<file path="config.mk">
export PLATFORM = sky130hd
export DESIGN_NAME = websocket_frame_deframer
export DESIGN_NICKNAME = d
export VERILOG_FILES = /design/src/rtl/wsd_pkg.sv /design/src/rtl/websocket_frame_deframer.sv /design/src/rtl/wsd_in_reg.sv /design/src/rtl/wsd_parser.sv /design/src/rtl/wsd_out_reg.sv
export VERILOG_INCLUDE_DIRS = /design/src /design/src/rtl
export SDC_FILE = /design/constraint.sdc
export NUM_CORES = 1
export LEC_CHECK = 0
export ABC_CLOCK_PERIOD_IN_PS = 4200
export BUFFER_PORTS_ARGS = -buffer_cell sky130_fd_sc_hd__buf_2
export CAP_MARGIN = 20
export CELL_PAD_IN_SITES_DETAIL_PLACEMENT = 0
export CELL_PAD_IN_SITES_GLOBAL_PLACEMENT = 2
export CORE_AREA = 2 2 207 128
export DETAILED_ROUTE_END_ITERATION = 8
export DIE_AREA = 0 0 209 130
export PLACE_DENSITY_LB_ADDON = 0.1
export SLEW_MARGIN = 25
export SYNTH_ARGS = -nofsm -noshare
export SYNTH_HDL_FRONTEND = slang
export SYNTH_SLANG_ARGS = --single-unit
</file>
<file path="constraint.sdc">
create_clock -name clk_i -period 4.2 [get_ports clk_i]
set_input_delay 0.42 -clock clk_i [delete_from_list [all_inputs] [get_ports clk_i]]
set_output_delay 0.42 -clock clk_i [all_outputs]
set_load 0.005 [all_outputs]
</file>
<file path="src/rtl/websocket_frame_deframer_macros.svh">
// assertion macros for the websocket frame deframer
// used by wsd_parser, the rtl module that checks its own logic
`ifndef WEBSOCKET_FRAME_DEFRAMER_MACROS_SVH
`define WEBSOCKET_FRAME_DEFRAMER_MACROS_SVH

// same-cycle implication, checked out of reset
`define WSD_ASSERT_NOW(lbl, clk, rstn, ante, cons, msg) \
  lbl: assert property (@(posedge clk) disable iff (!rstn) (ante) |-> (cons)) else $error(msg);

// next-cycle implication, checked out of reset
`define WSD_ASSERT_NEXT(lbl, clk, rstn, ante, cons, msg) \
  lbl: assert property (@(posedge clk) disable iff (!rstn) (ante) |=> (cons)) else $error(msg);

`endif

</file>
<file path="src/rtl/wsd_pkg.sv">
// shared types and constants for the websocket frame deframer
// no dependencies
`default_nettype none

package wsd_pkg;

  // event codes carried with each result beat
  typedef enum logic [1:0] {
    EV_DATA  = 2'd0,
    EV_ERROR = 2'd1,
    EV_CLOSE = 2'd2
  } ev_kind_e;

  // opcodes of interest
  localparam logic [3:0] OP_CONT  = 4'h0;
  localparam logic [3:0] OP_TEXT  = 4'h1;
  localparam logic [3:0] OP_CLOSE = 4'h8;

  // short length escape codes
  localparam logic [6:0] LEN_EXT16 = 7'd126;
  localparam logic [6:0] LEN_EXT64 = 7'd127;

  // header byte counts
  localparam logic [3:0] EXT16_BYTES = 4'd2;
  localparam logic [3:0] EXT64_BYTES = 4'd8;
  localparam logic [3:0] MASK_BYTES  = 4'd4;

  // widths
  localparam int unsigned LenW = 21;

  localparam logic [LenW-1:0] MAX_PAYLOAD_RST = 21'd1048576;

  // one result from the parser
  typedef struct packed {
    logic       valid;
    ev_kind_e   kind;
    logic [7:0] data;
    logic [3:0] op;
    logic       last;
    logic       eom;
  } wsd_result_t;

endpackage

`default_nettype wire

</file>
<file path="src/rtl/websocket_frame_deframer.sv">
// websocket frame deframer: one received byte per beat, at most one result beat per byte
// path: input byte register, combinational parser, then result register
// throughput: one byte per cycle, the parser between input and result regs being combinational
// input stalls only while the result register is full and the receiver holds off
// reset: asynchronous active low; parser returns to first header byte, limit to 1048576
// depends on wsd_pkg, wsd_in_reg, wsd_parser, wsd_out_reg
`default_nettype none

module websocket_frame_deframer
  import wsd_pkg::*;
(
  input  wire logic            clk_i,
  input  wire logic            rst_ni,
  // configuration
  input  wire logic            cfg_we_i,
  input  wire logic [LenW-1:0] cfg_wdata_i,     // max_payload
  // byte stream in
  input  wire logic            s_axis_tvalid,
  output logic                 s_axis_tready,
  input  wire logic [7:0]      s_axis_tdata,    // [7:0] rx_byte
  // result stream out
  output logic                 m_axis_tvalid,
  input  wire logic            m_axis_tready,
  output logic [15:0]          m_axis_tdata,    // [7:0] payload_byte, [11:8] frame_opcode, rest 0
  output logic                 m_axis_tlast,    // last_of_frame
  output logic [2:0]           m_axis_tuser     // [1:0] event_kind, [2] end_of_message
);

  logic [LenW-1:0] max_payload_q;
  logic            adv;
  logic            out_free;
  logic [7:0]      in_byte;
  wsd_result_t     res;
  wsd_result_t     out_res;

  // payload limit register
  always_ff @(posedge clk_i or negedge rst_ni) begin
    if (!rst_ni) begin
      max_payload_q <= MAX_PAYLOAD_RST;
    end else if (cfg_we_i) begin
      max_payload_q <= cfg_wdata_i;
    end
  end

  wsd_in_reg u_in_reg (
    .clk_i      (clk_i),
    .rst_ni     (rst_ni),
    .in_valid_i (s_axis_tvalid),
    .in_ready_o (s_axis_tready),
    .in_byte_i  (s_axis_tdata),
    .out_free_i (out_free),
    .adv_o      (adv),
    .byte_o     (in_byte)
  );

  wsd_parser u_parser (
    .clk_i         (clk_i),
    .rst_ni        (rst_ni),
    .adv_i         (adv),
    .byte_i        (in_byte),
    .max_payload_i (max_payload_q),
    .res_o         (res)
  );

  wsd_out_reg u_out_reg (
    .clk_i       (clk_i),
    .rst_ni      (rst_ni),
    .adv_i       (adv),
    .res_i       (res),
    .out_ready_i (m_axis_tready),
    .out_free_o  (out_free),
    .out_o       (out_res)
  );

  // pack the result beat
  assign m_axis_tvalid = out_res.valid;
  assign m_axis_tdata  = {4'h0, out_res.op, out_res.data};
  assign m_axis_tlast  = out_res.last;
  assign m_axis_tuser  = {out_res.eom, out_res.kind};

endmodule

`default_nettype wire

</file>
<file path="src/rtl/wsd_in_reg.sv">
// input byte register with stream handshake
// depends on nothing but the flow control from the output stage
`default_nettype none

module wsd_in_reg (
  input  wire logic       clk_i,
  input  wire logic       rst_ni,
  input  wire logic       in_valid_i,
  output logic            in_ready_o,
  input  wire logic [7:0] in_byte_i,
  input  wire logic       out_free_i,
  output logic            adv_o,
  output logic [7:0]      byte_o
);

  logic       valid_q, valid_d;
  logic [7:0] byte_q;
  logic       accept;

  // the held byte moves on when the result register can take it
  assign adv_o      = valid_q & out_free_i;
  assign in_ready_o = ~valid_q | adv_o;
  assign accept     = in_valid_i & in_ready_o;
  assign byte_o     = byte_q;

  always_comb begin
    valid_d = valid_q;
    if (accept) begin
      valid_d = 1'b1;
    end else if (adv_o) begin
      valid_d = 1'b0;
    end
  end

  // valid flag
  always_ff @(posedge clk_i or negedge rst_ni) begin
    if (!rst_ni) begin
      valid_q <= 1'b0;
    end else begin
      valid_q <= valid_d;
    end
  end

  // payload, no reset
  always_ff @(posedge clk_i) begin
    if (accept) begin
      byte_q <= in_byte_i;
    end
  end

endmodule

`default_nettype wire

</file>
<file path="src/rtl/wsd_parser.sv">
// frame header parser, unmasking and event generation
// depends on wsd_pkg and websocket_frame_deframer_macros.svh
`default_nettype none

`include "websocket_frame_deframer_macros.svh"

module wsd_parser
  import wsd_pkg::*;
(
  input  wire logic            clk_i,
  input  wire logic            rst_ni,
  input  wire logic            adv_i,
  input  wire logic [7:0]      byte_i,
  input  wire logic [LenW-1:0] max_payload_i,
  output wsd_result_t          res_o
);

  typedef enum logic [2:0] {
    PH_HDR0,
    PH_HDR1,
    PH_EXTLEN,
    PH_MASK,
    PH_PAYLOAD,
    PH_HALT
  } phase_e;

  phase_e          phase_q, phase_d;
  logic [3:0]      op_q, op_d;
  logic            fin_q, fin_d;
  logic            mask_q, mask_d;
  logic [3:0]      cnt_q, cnt_d;
  logic [LenW-1:0] len_q, len_d;
  logic            len_hi_q, len_hi_d;
  logic [31:0]     key_q, key_d;
  logic [LenW-1:0] pcnt_q, pcnt_d;

  logic [6:0]      len7;
  logic [LenW-1:0] ext_len;
  logic            ext_hi;
  logic [LenW:0]   pcnt_inc;
  logic            last;
  logic [7:0]      key_byte;
  logic [3:0]      cnt_dec;
  logic            chk_err;
  logic [LenW-1:0] chk_len;
  logic            chk_hi;
  wsd_result_t     res;

  assign len7     = byte_i[6:0];
  assign ext_len  = {len_q[LenW-9:0], byte_i};
  assign ext_hi   = len_hi_q | (|len_q[LenW-1:LenW-8]);
  assign pcnt_inc = {1'b0, pcnt_q} + {{LenW{1'b0}}, 1'b1};
  assign last     = pcnt_inc == {1'b0, len_q};
  assign key_byte = key_q[8*(3-pcnt_q[1:0]) +: 8];
  assign cnt_dec  = cnt_q - 4'd1;

  // length check at header end: zero, above 21 bits or over the limit
  assign chk_err = chk_hi | (chk_len == '0) | (chk_len > max_payload_i);

  always_comb begin
    phase_d  = phase_q;
    op_d     = op_q;
    fin_d    = fin_q;
    mask_d   = mask_q;
    cnt_d    = cnt_q;
    len_d    = len_q;
    len_hi_d = len_hi_q;
    key_d    = key_q;
    pcnt_d   = pcnt_q;
    chk_len  = len_q;
    chk_hi   = len_hi_q;
    res       = '0;
    res.kind  = EV_DATA;
    res.op    = op_q;

    unique case (phase_q)
      PH_HDR0: begin
        fin_d   = byte_i[7];
        op_d    = byte_i[3:0];
        phase_d = PH_HDR1;
      end
      PH_HDR1: begin
        mask_d   = byte_i[7];
        key_d    = '0;
        len_hi_d = 1'b0;
        if (len7 == LEN_EXT16 || len7 == LEN_EXT64) begin
          len_d   = '0;
          cnt_d   = (len7 == LEN_EXT16) ? EXT16_BYTES : EXT64_BYTES;
          phase_d = PH_EXTLEN;
        end else begin
          len_d   = {{(LenW-7){1'b0}}, len7};
          chk_len = {{(LenW-7){1'b0}}, len7};
          chk_hi  = 1'b0;
          if (byte_i[7]) begin
            cnt_d   = MASK_BYTES;
            phase_d = PH_MASK;
          end else if (chk_err) begin
            phase_d  = PH_HALT;
            res.valid = 1'b1;
            res.kind  = EV_ERROR;
          end else begin
            pcnt_d  = '0;
            phase_d = PH_PAYLOAD;
          end
        end
      end
      PH_EXTLEN: begin
        len_d    = ext_len;
        len_hi_d = ext_hi;
        cnt_d    = cnt_dec;
        chk_len  = ext_len;
        chk_hi   = ext_hi;
        if (cnt_dec == 4'd0) begin
          if (mask_q) begin
            cnt_d   = MASK_BYTES;
            phase_d = PH_MASK;
          end else if (chk_err) begin
            phase_d   = PH_HALT;
            res.valid = 1'b1;
            res.kind  = EV_ERROR;
          end else begin
            pcnt_d  = '0;
            phase_d = PH_PAYLOAD;
          end
        end
      end
      PH_MASK: begin
        key_d = {key_q[23:0], byte_i};
        cnt_d = cnt_dec;
        if (cnt_dec == 4'd0) begin
          if (chk_err) begin
            phase_d   = PH_HALT;
            res.valid = 1'b1;
            res.kind  = EV_ERROR;
          end else begin
            pcnt_d  = '0;
            phase_d = PH_PAYLOAD;
          end
        end
      end
      PH_PAYLOAD: begin
        pcnt_d = pcnt_inc[LenW-1:0];
        if (last) begin
          phase_d = PH_HDR0;
        end
        if (op_q == OP_CONT || op_q == OP_TEXT) begin
          res.valid = 1'b1;
          res.data  = byte_i ^ key_byte;
          res.last  = last;
          res.eom   = last & fin_q;
        end else if (op_q == OP_CLOSE && last) begin
          phase_d   = PH_HALT;
          res.valid = 1'b1;
          res.kind  = EV_CLOSE;
        end
      end
      PH_HALT: begin
        phase_d = PH_HALT;
      end
      default: begin
        phase_d = PH_HALT;
      end
    endcase
  end

  assign res_o = res;

  // parser state, updated once per byte
  always_ff @(posedge clk_i or negedge rst_ni) begin
    if (!rst_ni) begin
      phase_q  <= PH_HDR0;
      op_q     <= 4'h0;
      fin_q    <= 1'b0;
      mask_q   <= 1'b0;
      cnt_q    <= 4'd0;
      len_q    <= '0;
      len_hi_q <= 1'b0;
      key_q    <= '0;
      pcnt_q   <= '0;
    end else if (adv_i) begin
      phase_q  <= phase_d;
      op_q     <= op_d;
      fin_q    <= fin_d;
      mask_q   <= mask_d;
      cnt_q    <= cnt_d;
      len_q    <= len_d;
      len_hi_q <= len_hi_d;
      key_q    <= key_d;
      pcnt_q   <= pcnt_d;
    end
  end

  // checks
  `WSD_ASSERT_NEXT(a_halt_sticky, clk_i, rst_ni, phase_q == PH_HALT, phase_q == PH_HALT,
                   "parser left halt")
  `WSD_ASSERT_NOW(a_data_in_payload, clk_i, rst_ni, res.valid && res.kind == EV_DATA,
                  phase_q == PH_PAYLOAD && (op_q == OP_CONT || op_q == OP_TEXT),
                  "data beat outside a data frame payload")
  `WSD_ASSERT_NEXT(a_event_halts, clk_i, rst_ni, adv_i && res.valid && res.kind != EV_DATA,
                   phase_q == PH_HALT, "error or close did not halt")
  `WSD_ASSERT_NOW(a_cnt_nonzero, clk_i, rst_ni, phase_q == PH_EXTLEN || phase_q == PH_MASK,
                  cnt_q != 4'd0, "header byte count ran out")

endmodule

`default_nettype wire

</file>
<file path="src/rtl/wsd_out_reg.sv">
// result register driving the master stream side
// depends on wsd_pkg
`default_nettype none

module wsd_out_reg
  import wsd_pkg::*;
(
  input  wire logic        clk_i,
  input  wire logic        rst_ni,
  input  wire logic        adv_i,
  input  wire wsd_result_t res_i,
  input  wire logic        out_ready_i,
  output logic             out_free_o,
  output wsd_result_t      out_o
);

  logic        valid_q, valid_d;
  wsd_result_t res_q;
  logic        load;

  assign out_free_o = ~valid_q | out_ready_i;
  assign load       = adv_i & res_i.valid;

  always_comb begin
    valid_d = valid_q;
    if (load) begin
      valid_d = 1'b1;
    end else if (out_ready_i) begin
      valid_d = 1'b0;
    end
  end

  // valid flag
  always_ff @(posedge clk_i or negedge rst_ni) begin
    if (!rst_ni) begin
      valid_q <= 1'b0;
    end else begin
      valid_q <= valid_d;
    end
  end

  // result payload, no reset
  always_ff @(posedge clk_i) begin
    if (load) begin
      res_q <= res_i;
    end
  end

  always_comb begin
    out_o       = res_q;
    out_o.valid = valid_q;
  end

endmodule

`default_nettype wire
</file>
==> results.ini, run 1 <==
[status]
status = finished, final reports clean

[cts]
cts_made_buffers = 17
root_buffer = clkbuf_16
clockBufferDepth = 2
cts_tree = built
cts.clk_slew.worst_paths_ns = 0.07
clk_latency_ns = 0.44
clock_sinks = 135
htreeDepth = 4

[sta]
layout_min_cycle_time_ns = 4.005
fmax_mhz = 249.7
fin_tns_setup_ns = 0
setup_viol = 0
slew_headroom = 0.3838
fin_crit_sh = 0.9536
skew_ns = 0.008419
drv_slew = 0
tightestPinTransition_ns = 0.9244
hold_viol_final = 0

[finish]
nFillCells = 2572
syn_to_final_growth_pct = 19.99
drive_gt1_frac = 0.2029
stdcell_area_sq_um = 8930
antenna_cells = 0
final_nets = 873

[power_and_ir_drop]
p_clk_frac = 0.384
ir_drop_mv = 0.2291
p_per_area_nw_per_um2 = 439.2
p_sw_frac = 0.3362
netSwitchingPower_mw = 1.318
p_comb_frac = 0.217
p_leak_nw = 3.990
p_seq_frac = 0.399
intPower_mw = 2.604

[synthesis]
synth_top_area_share = 0.3699
synth_flop_cell = dfrtp_1
syn-cell-area_sq_um = 7442
synth_enable_flop_cells = 24
synth.most_common_cell = dfrtp_1
syn_area_per_cell_sq_um = 9.949
ys_async_sr_fraction = 0.8222
synth_seq_area_share = 0.4702
syn-instance-count = 748
yosysTopAreaCell = dfrtp_1
ys_types = 69
ys_top_cells_by_area = dfrtp_1, edfxtp_1, a22o_1
synth.top_cells.by_count = dfrtp_1, nand2_1, a22o_1
synth-seq-cells = 135
yosys_warnings = 0

[global_route]
grt_pass1_wl_um = 36350
grt_max_degree = 42
antenna_found_initial = 0
grt_pass1_vias = 6093
grt_usage = 0.1795
grt.overflow.total = 0

[floorplanning]
die_w_um = 209
rows = 46
io_pins = 56
core_area_sq_um = 25610
initial_core_util = 0.2906
dieArea_sq_um = 27170
die_h_um = 130

[routing]
drt_iter0_markers = 432
ant_nets = 0
totalWireLength_um = 23310
vias = 6141
drt-pass1-iter-count = 5
route.detailed.drc = 0
detail_route.vias_per_cell = 5.276
drt-wirelength-per-cell_um = 20.02

[setup_path]
end_kind = flip-flop
crit_arrival_ns = 4.21
cp_max_fo = 8
critPathKind = flip-flop to flip-flop
reg2reg_slack_ns = 0.19
startpoint_type = flip-flop
worstPathRequired_ns = 4.40

[min_path]
min_path_type = input port to flip-flop

[job]
maxCapViolCount = 0

[place]
dpl.hpwl_um = 16890
placedInstanceArea_sq_um = 8289
io_buffers = 51
gp_congestion = 0.7984

-- cells in the final DEF (no fill, tap or decap), types with 3 or more instances in the layout --
master     count
a21oi_1       25
a221o_1        3
a22o_1        62
a31oi_1       16
and2_1         7
and3_1        14
and4_1         6
buf_2         50
buf_4         50
clkbuf_16     17
conb_1         4
dfrtp_1      110
edfxtp_1      24
ha_1          24
inv_1         38
inv_6          5
inv_8          3
mux2_2         8
mux2i_1        3
mux4_2         8
nand2_1       69
nand2b_1       4
nand3_1       22
nand4_1       11
nor2_1        35
nor2b_1        3
nor3_1        15
nor3_2         3
nor4_1         9
o211ai_1       7
o21a_1         4
o21ai_0       42
o21ai_1        6
o21bai_1       3
o22ai_1        6
or3_1          7
or4_1          4
xnor2_1       30
xor2_1        11
-- stage by stage --
stage          setup slack, ns  cells  power, mW  utilization  hold slack [ns]
2_1_floorplan         0.006252    751      2.109            -           0.1244
3_3_place_gp           0.03726   1130      2.421       0.3235           0.4400
3_5_place_dp          -0.04951   1130      2.434       0.3236           0.4509
4_1_cts                0.02037   1163      3.971       0.3472           0.1308
5_1_grt              -0.008050   1164      4.145       0.3487           0.1360
6_report                0.1948   1164      3.922       0.3487           0.1562
-- cell families (layout without fill, tap and decap cells) --
group	Yosys count	count (layout)	synth area share
fa+ha+maj	24	24	0.04035
buf+inv	97	174	0.05245
compound gates	204	204	0.1930
xor+xnor	41	41	0.04825
mux	19	19	0.04035
simple gates	227	227	0.1548
flops	135	135	0.4702
other cells	1	4	0.0005039
-- sequential cells by signal (all words and copies together), names as in the netlist, 4 cells and up --
signal	flops
u_parser.key_q	32
max_payload_q	21
u_parser.len_q	21
u_parser.pcnt_q	21
u_out_reg.out_o	16
u_in_reg.byte_o	8
u_parser.cnt_q	4
u_parser.op_q	4
-- critical path, stage by stage, from the launching register on --
cell,delay (ns)
dfrtp_1,0.40
and2_1,0.16
or3_4,0.36
or2_4,0.27
a22o_1,0.24
ha_1,0.29
a21o_1,0.18
a221o_1,0.36
a221oi_2,0.26
o21ai_1,0.11
o31a_1,0.16
o41a_1,0.46
nor3_2,0.26
nor2_2,0.10
buf_6,0.16
-- layout make-up --
cell class	count	area [sq um]	area share
Clock buffer	17	425.4	0.04764
Clock inverter	15	158.9	0.01779
Inverter	38	142.6	0.01597
Multi-Input combinational cell	519	3605	0.4037
Sequential cell	135	3500	0.3919
Tap cell	336	420.4	0.04708
Timing Repair Buffer	104	678.2	0.07594
-- layer usage --
layer  track usage  vias to the layer above  routed length, um
li1              -                     2876                  -
met1        0.2665                     3093              12050
met2        0.2488                      161               9516
met3       0.05271                       11               1506
met4       0.05462                        0                233
met5             0                        -                  0
-- final timing paths --
kind                                     start             endpoint  cells past startpoint
min reg2reg                   u_parser.op_q[0]   u_out_reg.out_o[2]                      0
max reg2reg                u_parser.phase_q[1]  u_out_reg.out_o[12]                     14
max                        u_parser.phase_q[1]  u_out_reg.out_o[12]                     14
min in group asynchronous               rst_ni  u_parser.pcnt_q[11]                      2
max in group asynchronous               rst_ni     max_payload_q[3]                      3
min                            s_axis_tdata[0]   u_in_reg.byte_o[0]                      1
-- timing repair --
item,CTS,global route
hold buffers,1,0
endpoints found under the hold margin,36,0
resized for setup,2,7
gates cloned,0,0
endpoints found under the setup margin,20,38
setup buffers,0,1
pin swaps,0,6
-- power by group through the flow --
stage          clock network (mW)  registers [mW]  logic (mW)
2_1_floorplan                   0            1.51       0.595
3_3_place_gp                    0            1.58       0.837
3_5_place_dp                    0            1.59       0.848
4_1_cts                      1.55            1.56       0.856
5_1_grt                      1.61            1.58       0.949
6_report                     1.51            1.56       0.852
Note: power is estimated with default switching activity, not from simulation.
==> run 2, diff against run 1 <==
PLACE_DENSITY = 0.77   (was unset)
PLACE_DENSITY_LB_ADDON = unset   (was 0.1)
SKIP_CTS_REPAIR_TIMING = 1   (was unset)
==> results.ini, run 2 (same netlist as run 1, synthesis figures left out) <==
[global_route]
grt_max_degree = 67
grt.overflow.total = 0
grt_pass1_wl_um = 34310
grt_usage = 0.1663
antenna_found_initial = 0
grt_pass1_vias = 5681

[finish]
syn_to_final_growth_pct = 22.46
nFillCells = 2553
final_cell_mix = dfrtp_1, nand2_1, a22o_1
regMostFlops = u_parser.key_q
final_nets = 872
final_cells = 1163
largest_reg_flops = 32
drive_gt1_frac = 0.2068
fin_util = 0.3558
stdcell_area_sq_um = 9114
final_common_cell = dfrtp_1
antenna_cells = 0

[floorplanning]
io_pins = 56
core_area_sq_um = 25610
die_w_um = 209
initial_core_util = 0.2906
die_h_um = 130
rows = 46
dieArea_sq_um = 27170

[place]
place_ws_ns = -0.06979
placedInstanceArea_sq_um = 8262
post-place-cells = 1127
dpl.hpwl_um = 15760
gp_congestion = 0.8198
io_buffers = 51

[setup_path]
reg2reg_slack_ns = 0.17
regToRegStartpoint = u_parser.phase_q[0]
end_kind = flip-flop
worstPathRequired_ns = 4.50
startpoint_type = flip-flop
critPathMaxStageDelay_ns = 0.56
slowest_stage = or4_4
critPathKind = flip-flop to flip-flop
crit_arrival_ns = 4.33
worst_path_most_repeated_cell = nand4_1
reg2regPathDepth = 14
rr_endpoint = u_parser.pcnt_q[7]
crit_start = u_parser.phase_q[0]
path_cells = and2_1, or3_4, or2_4, buf_6, a22o_1, ha_1, nand4_1, nor3_2, nand4_1, o31a_1, or4_4, a21oi_4, clkbuf_16, a31oi_1
cp_max_fo = 6

[status]
status = finished, final reports clean

[power_and_ir_drop]
ir_drop_mv = 0.2375
p_leak_nw = 4.038
p_total_mw = 4.149
p_per_area_nw_per_um2 = 455.3

[cts]
cts_made_buffers = 17
cts_tree = built
htreeDepth = 4
root_buffer = clkbuf_16
clk_latency_ns = 0.43
clockBufferDepth = 2
clock_sinks = 135
cts.clk_slew.worst_paths_ns = 0.07

[job]
maxCapViolCount = 0

[min_path]
min_path_type = input port to asynchronous set/reset pin

[sta]
hold_viol_final = 0
fin_crit_sh = 0.9602
setup_slack_ns = 0.1670
layout_min_cycle_time_ns = 4.033
holdWs_ns = 0.1105
drv_slew = 0
fmax_mhz = 248.0
slew_headroom = 0.3536
rsz0062_at_grt = no
fin_tns_setup_ns = 0
setup_viol = 0
tightestPinTransition_ns = 0.9661
skew_ns = 0.01113

[routing]
totalWireLength_um = 22080
drt-wirelength-per-cell_um = 18.98
drt-pass1-iter-count = 5
ant_nets = 0
detail_route.vias_per_cell = 5.232
drt_iter0_markers = 593
vias = 6085
route.detailed.drc = 0

==> run 2: per-layer routing <==
layer	track usage	part of all wire
met1	0.2873	0.58
met2	0.1953	0.36
met3	0.03297	0.058
met4	0.04160	0.0077
met5	0	0
==> run 2: critical path: cells and delay by family, from the launching register on <==
family	cells	cell delay (ns)
and+or+nand+nor	7	1.83
adders and majority gates	1	0.28
buffers and inverters	2	0.36
DFF	1	0.39
AOI/OAI and AO/OA	4	1.04
==> run 2: worst max-delay path by stage <==
stage | to | slack [ns]
after global routing | u_parser.pcnt_q[20] | 0.03
after CTS | u_out_reg.out_o[10] | -0.12
after global placement | u_out_reg.out_o[10] | -0.0002
after detailed placement | u_out_reg.out_o[10] | -0.07
final | u_parser.pcnt_q[7] | 0.17
after floorplan | u_out_reg.out_o[0] | 0.006
==> run 2: report_power, final <==
part           total [mW]  internal (mW)  switching, mW
Sequential           1.55           1.43          0.121
Clock                1.73           1.12          0.612
Combinational       0.864          0.341          0.523
==> run 2: layout make-up <==
type / instances / area [sq um] / share of cell area
clock inverters: 14 / 247.7 / 0.02718
clock buffers: 18 / 429.2 / 0.04709
well taps: 336 / 420.4 / 0.04613
repair buffers: 103 / 703.2 / 0.07716
multi-input cells: 519 / 3671 / 0.4028
flip-flops and latches: 135 / 3500 / 0.3840
inverters: 38 / 142.6 / 0.01565
==> run 3, diff against run 2 <==
CORE_AREA = 2 2 214 132   (was 2 2 207 128)
DIE_AREA = 0 0 216 134   (was 0 0 209 130)
PLACE_DENSITY = 0.78   (was 0.77)
SYNTH_HIERARCHICAL = 1   (was unset)
==> results.ini, run 3 <==
[status]
status = finished, final reports clean

[synthesis]
synthAdderAreaFrac = 0.03749
synth_top_area_share = 0.3436
synth_seq_area_share = 0.4369
synthSimpleGateAreaFrac = 0.1893
yosys_warnings = 6
yosysTopAreaCell = dfrtp_1
synth.area.mux_share = 0.07513
synth_enable_flop_cells = 24
ys_top_cells_by_area = dfrtp_1, edfxtp_1, nand2_1
syn-instance-count = 838
synth-seq-cells = 135
ys_async_sr_fraction = 0.8222
syn_area_per_cell_sq_um = 9.559
synth.most_common_cell = nand2_1
synth.top_cells.by_count = nand2_1, dfrtp_1, o21ai_0
synth_xor_area_frac = 0.04327
synth_top_family_by_area = simple AND/OR/NAND/NOR gates
synth_compound_area_frac = 0.1551
synth_flop_cell = dfrtp_1
ys_types = 92
syn-cell-area_sq_um = 8010

[sta]
setup_slack_ns = 0.2539
holdWs_ns = 0.01594
rsz0062_at_grt = no
fin_tns_setup_ns = 0
setup_viol = 0
drv_slew = 0
layout_min_cycle_time_ns = 3.946
slew_headroom = 0.2628
hold_viol_final = 0
fmax_mhz = 253.4
fin_crit_sh = 0.9395
skew_ns = 0.009084
tightestPinTransition_ns = 1.090

[routing]
drt-wirelength-per-cell_um = 18.68
detail_route.vias_per_cell = 5.063
vias = 6389
drt-met1-wl_um = 13450
wl_met3_um = 1604
totalWireLength_um = 23580
wl_met2_um = 8304
drt_iter0_markers = 738
dr.max_layer_used = met4
drt-pass1-iter-count = 5
ant_nets = 0
route.detailed.drc = 0

[power_and_ir_drop]
p_leak_nw = 4.002
p_total_mw = 5.781
ir_drop_mv = 0.3125
p_per_area_nw_per_um2 = 622.3

[floorplanning]
rows = 47
io_pins = 56
core_area_sq_um = 27050
die_w_um = 216
dieArea_sq_um = 28940
die_h_um = 134
initial_core_util = 0.2961

[job]
maxCapViolCount = 0

[finish]
final_nets = 939
drive_gt1_frac = 0.2013
stdcell_area_sq_um = 9290
regMostFlops = u_parser/key_q
final_common_cell = nand2_1
final_cells = 1262
final_cell_mix = nand2_1, dfrtp_1, o21ai_0
syn_to_final_growth_pct = 15.98
largest_reg_flops = 32
fin_util = 0.3434

[setup_path]
crit_start = u_in_reg/byte_o[3]
rr_endpoint = u_out_reg/out_o[7]
reg2regPathDepth = 15
critPathKind = flip-flop to flip-flop
path_cells = buf_4, and3_1, a211oi_2, mux2_2, ha_1, a211o_1, o211ai_1, a21boi_0, a211oi_1, o21ai_1, o21ai_0, nand3_1, nand2_1, inv_1, buf_12
worstSetupEndpoint = u_out_reg/out_o[7]
critPathMaxStageDelay_ns = 0.50
end_kind = flip-flop
worstPathRequired_ns = 4.39
crit_family = compound AO/OA/AOI/OAI gates
crit_arrival_ns = 4.14
cp.depth = 15
reg2reg_slack_ns = 0.25
regToRegStartpoint = u_in_reg/byte_o[3]
startpoint_type = flip-flop
slowest_stage = edfxtp_1
cp_max_fo = 16
crit_buf_inv = 3

[min_path]
min_path_type = input port to asynchronous set/reset pin

[cts]
cts_tree = built
cts_made_buffers = 17
clk_latency_ns = 0.44
clock_sinks = 135
cts.clk_slew.worst_paths_ns = 0.05
htreeDepth = 4
root_buffer = clkbuf_16
clockBufferDepth = 2

[place]
io_buffers = 51
dpl.hpwl_um = 17100
placedInstanceArea_sq_um = 8691
gp_congestion = 0.8952
post-place-cells = 1229
place_ws_ns = 0.2606

[global_route]
grt_usage = 0.1669
grt.overflow.total = 0
grt_pass1_vias = 5932
grt_max_degree = 48
antenna_found_initial = 1
grt_pass1_wl_um = 36470

==> run 3: cell types whose count changed after synthesis, sizes merged, moves of 10 or more <==
cell / before / now
buf: 11 / 27
mux2: 8 / 29
nand2: 70 / 130
inv: 38 / 48
nor2: 37 / 55
a22o: 62 / 20
clkbuf: 48 / 37
o21ai: 48 / 69
==> run 3: area by class of cell <==
type                            count  area, sq um
Inverter                           49        183.9
Multi-Input combinational cell    593         4029
Antenna cell                        1        2.502
Clock buffer                       21        460.4
Timing Repair Buffer               85        525.5
Clock inverter                     11        130.1
Fill cell                        2764        17760
Sequential cell                   135         3500
Tap cell                          367        459.2
==> run 3: layer usage <==
metal | vias up | global-route usage
met3 | 17 | 0.04399
met5 | - | 0
met4 | 0 | 0.03615
met2 | 217 | 0.1931
met1 | 3089 | 0.2867
li1 | 3066 | -
==> run 3: worst register-to-register path: stages (launching register included) <==
cell and delay [ns]:
edfxtp_1 0.50, buf_4 0.20, and3_1 0.18, a211oi_2 0.39, mux2_2 0.42, ha_1 0.19, a211o_1 0.28, o211ai_1 0.12
a21boi_0 0.12, a211oi_1 0.37, o21ai_1 0.23, o21ai_0 0.27, nand3_1 0.11, nand2_1 0.10, inv_1 0.08, buf_12 0.16
==> run 3: logic make-up after synthesis <==
kind of cell    count (synthesis)
fa+ha+maj                      24
other cells                     1
simple gates                  300
mux                            39
flops                         135
compound gates                188
buf+inv                       113
xor+xnor                       38
==> run 3: power breakdown <==
group | total [mW] | internal (mW) | leakage (nW) | switching, mW
sequential | 2.08 | 1.65 | 1.68 | 0.424
clock | 1.52 | 0.953 | 0.283 | 0.571
combinational | 2.18 | 0.941 | 2.04 | 1.24
==> run 3: worst min path at each step <==
stage / start / end / slack (ns) / depth (start not counted)
floorplan: rst_ni / max_payload_q[0] / 0.12 / 0
global placement: u_parser/key_q[28] / u_parser/key_q[28] / 0.46 / 2
detailed placement: u_parser/key_q[28] / u_parser/key_q[28] / 0.47 / 2
CTS: rst_ni / u_parser/op_q[3] / 0.04 / 1
global route: rst_ni / u_parser/op_q[3] / 0.06 / 1
finish: rst_ni / u_parser/key_q[26] / 0.02 / 1
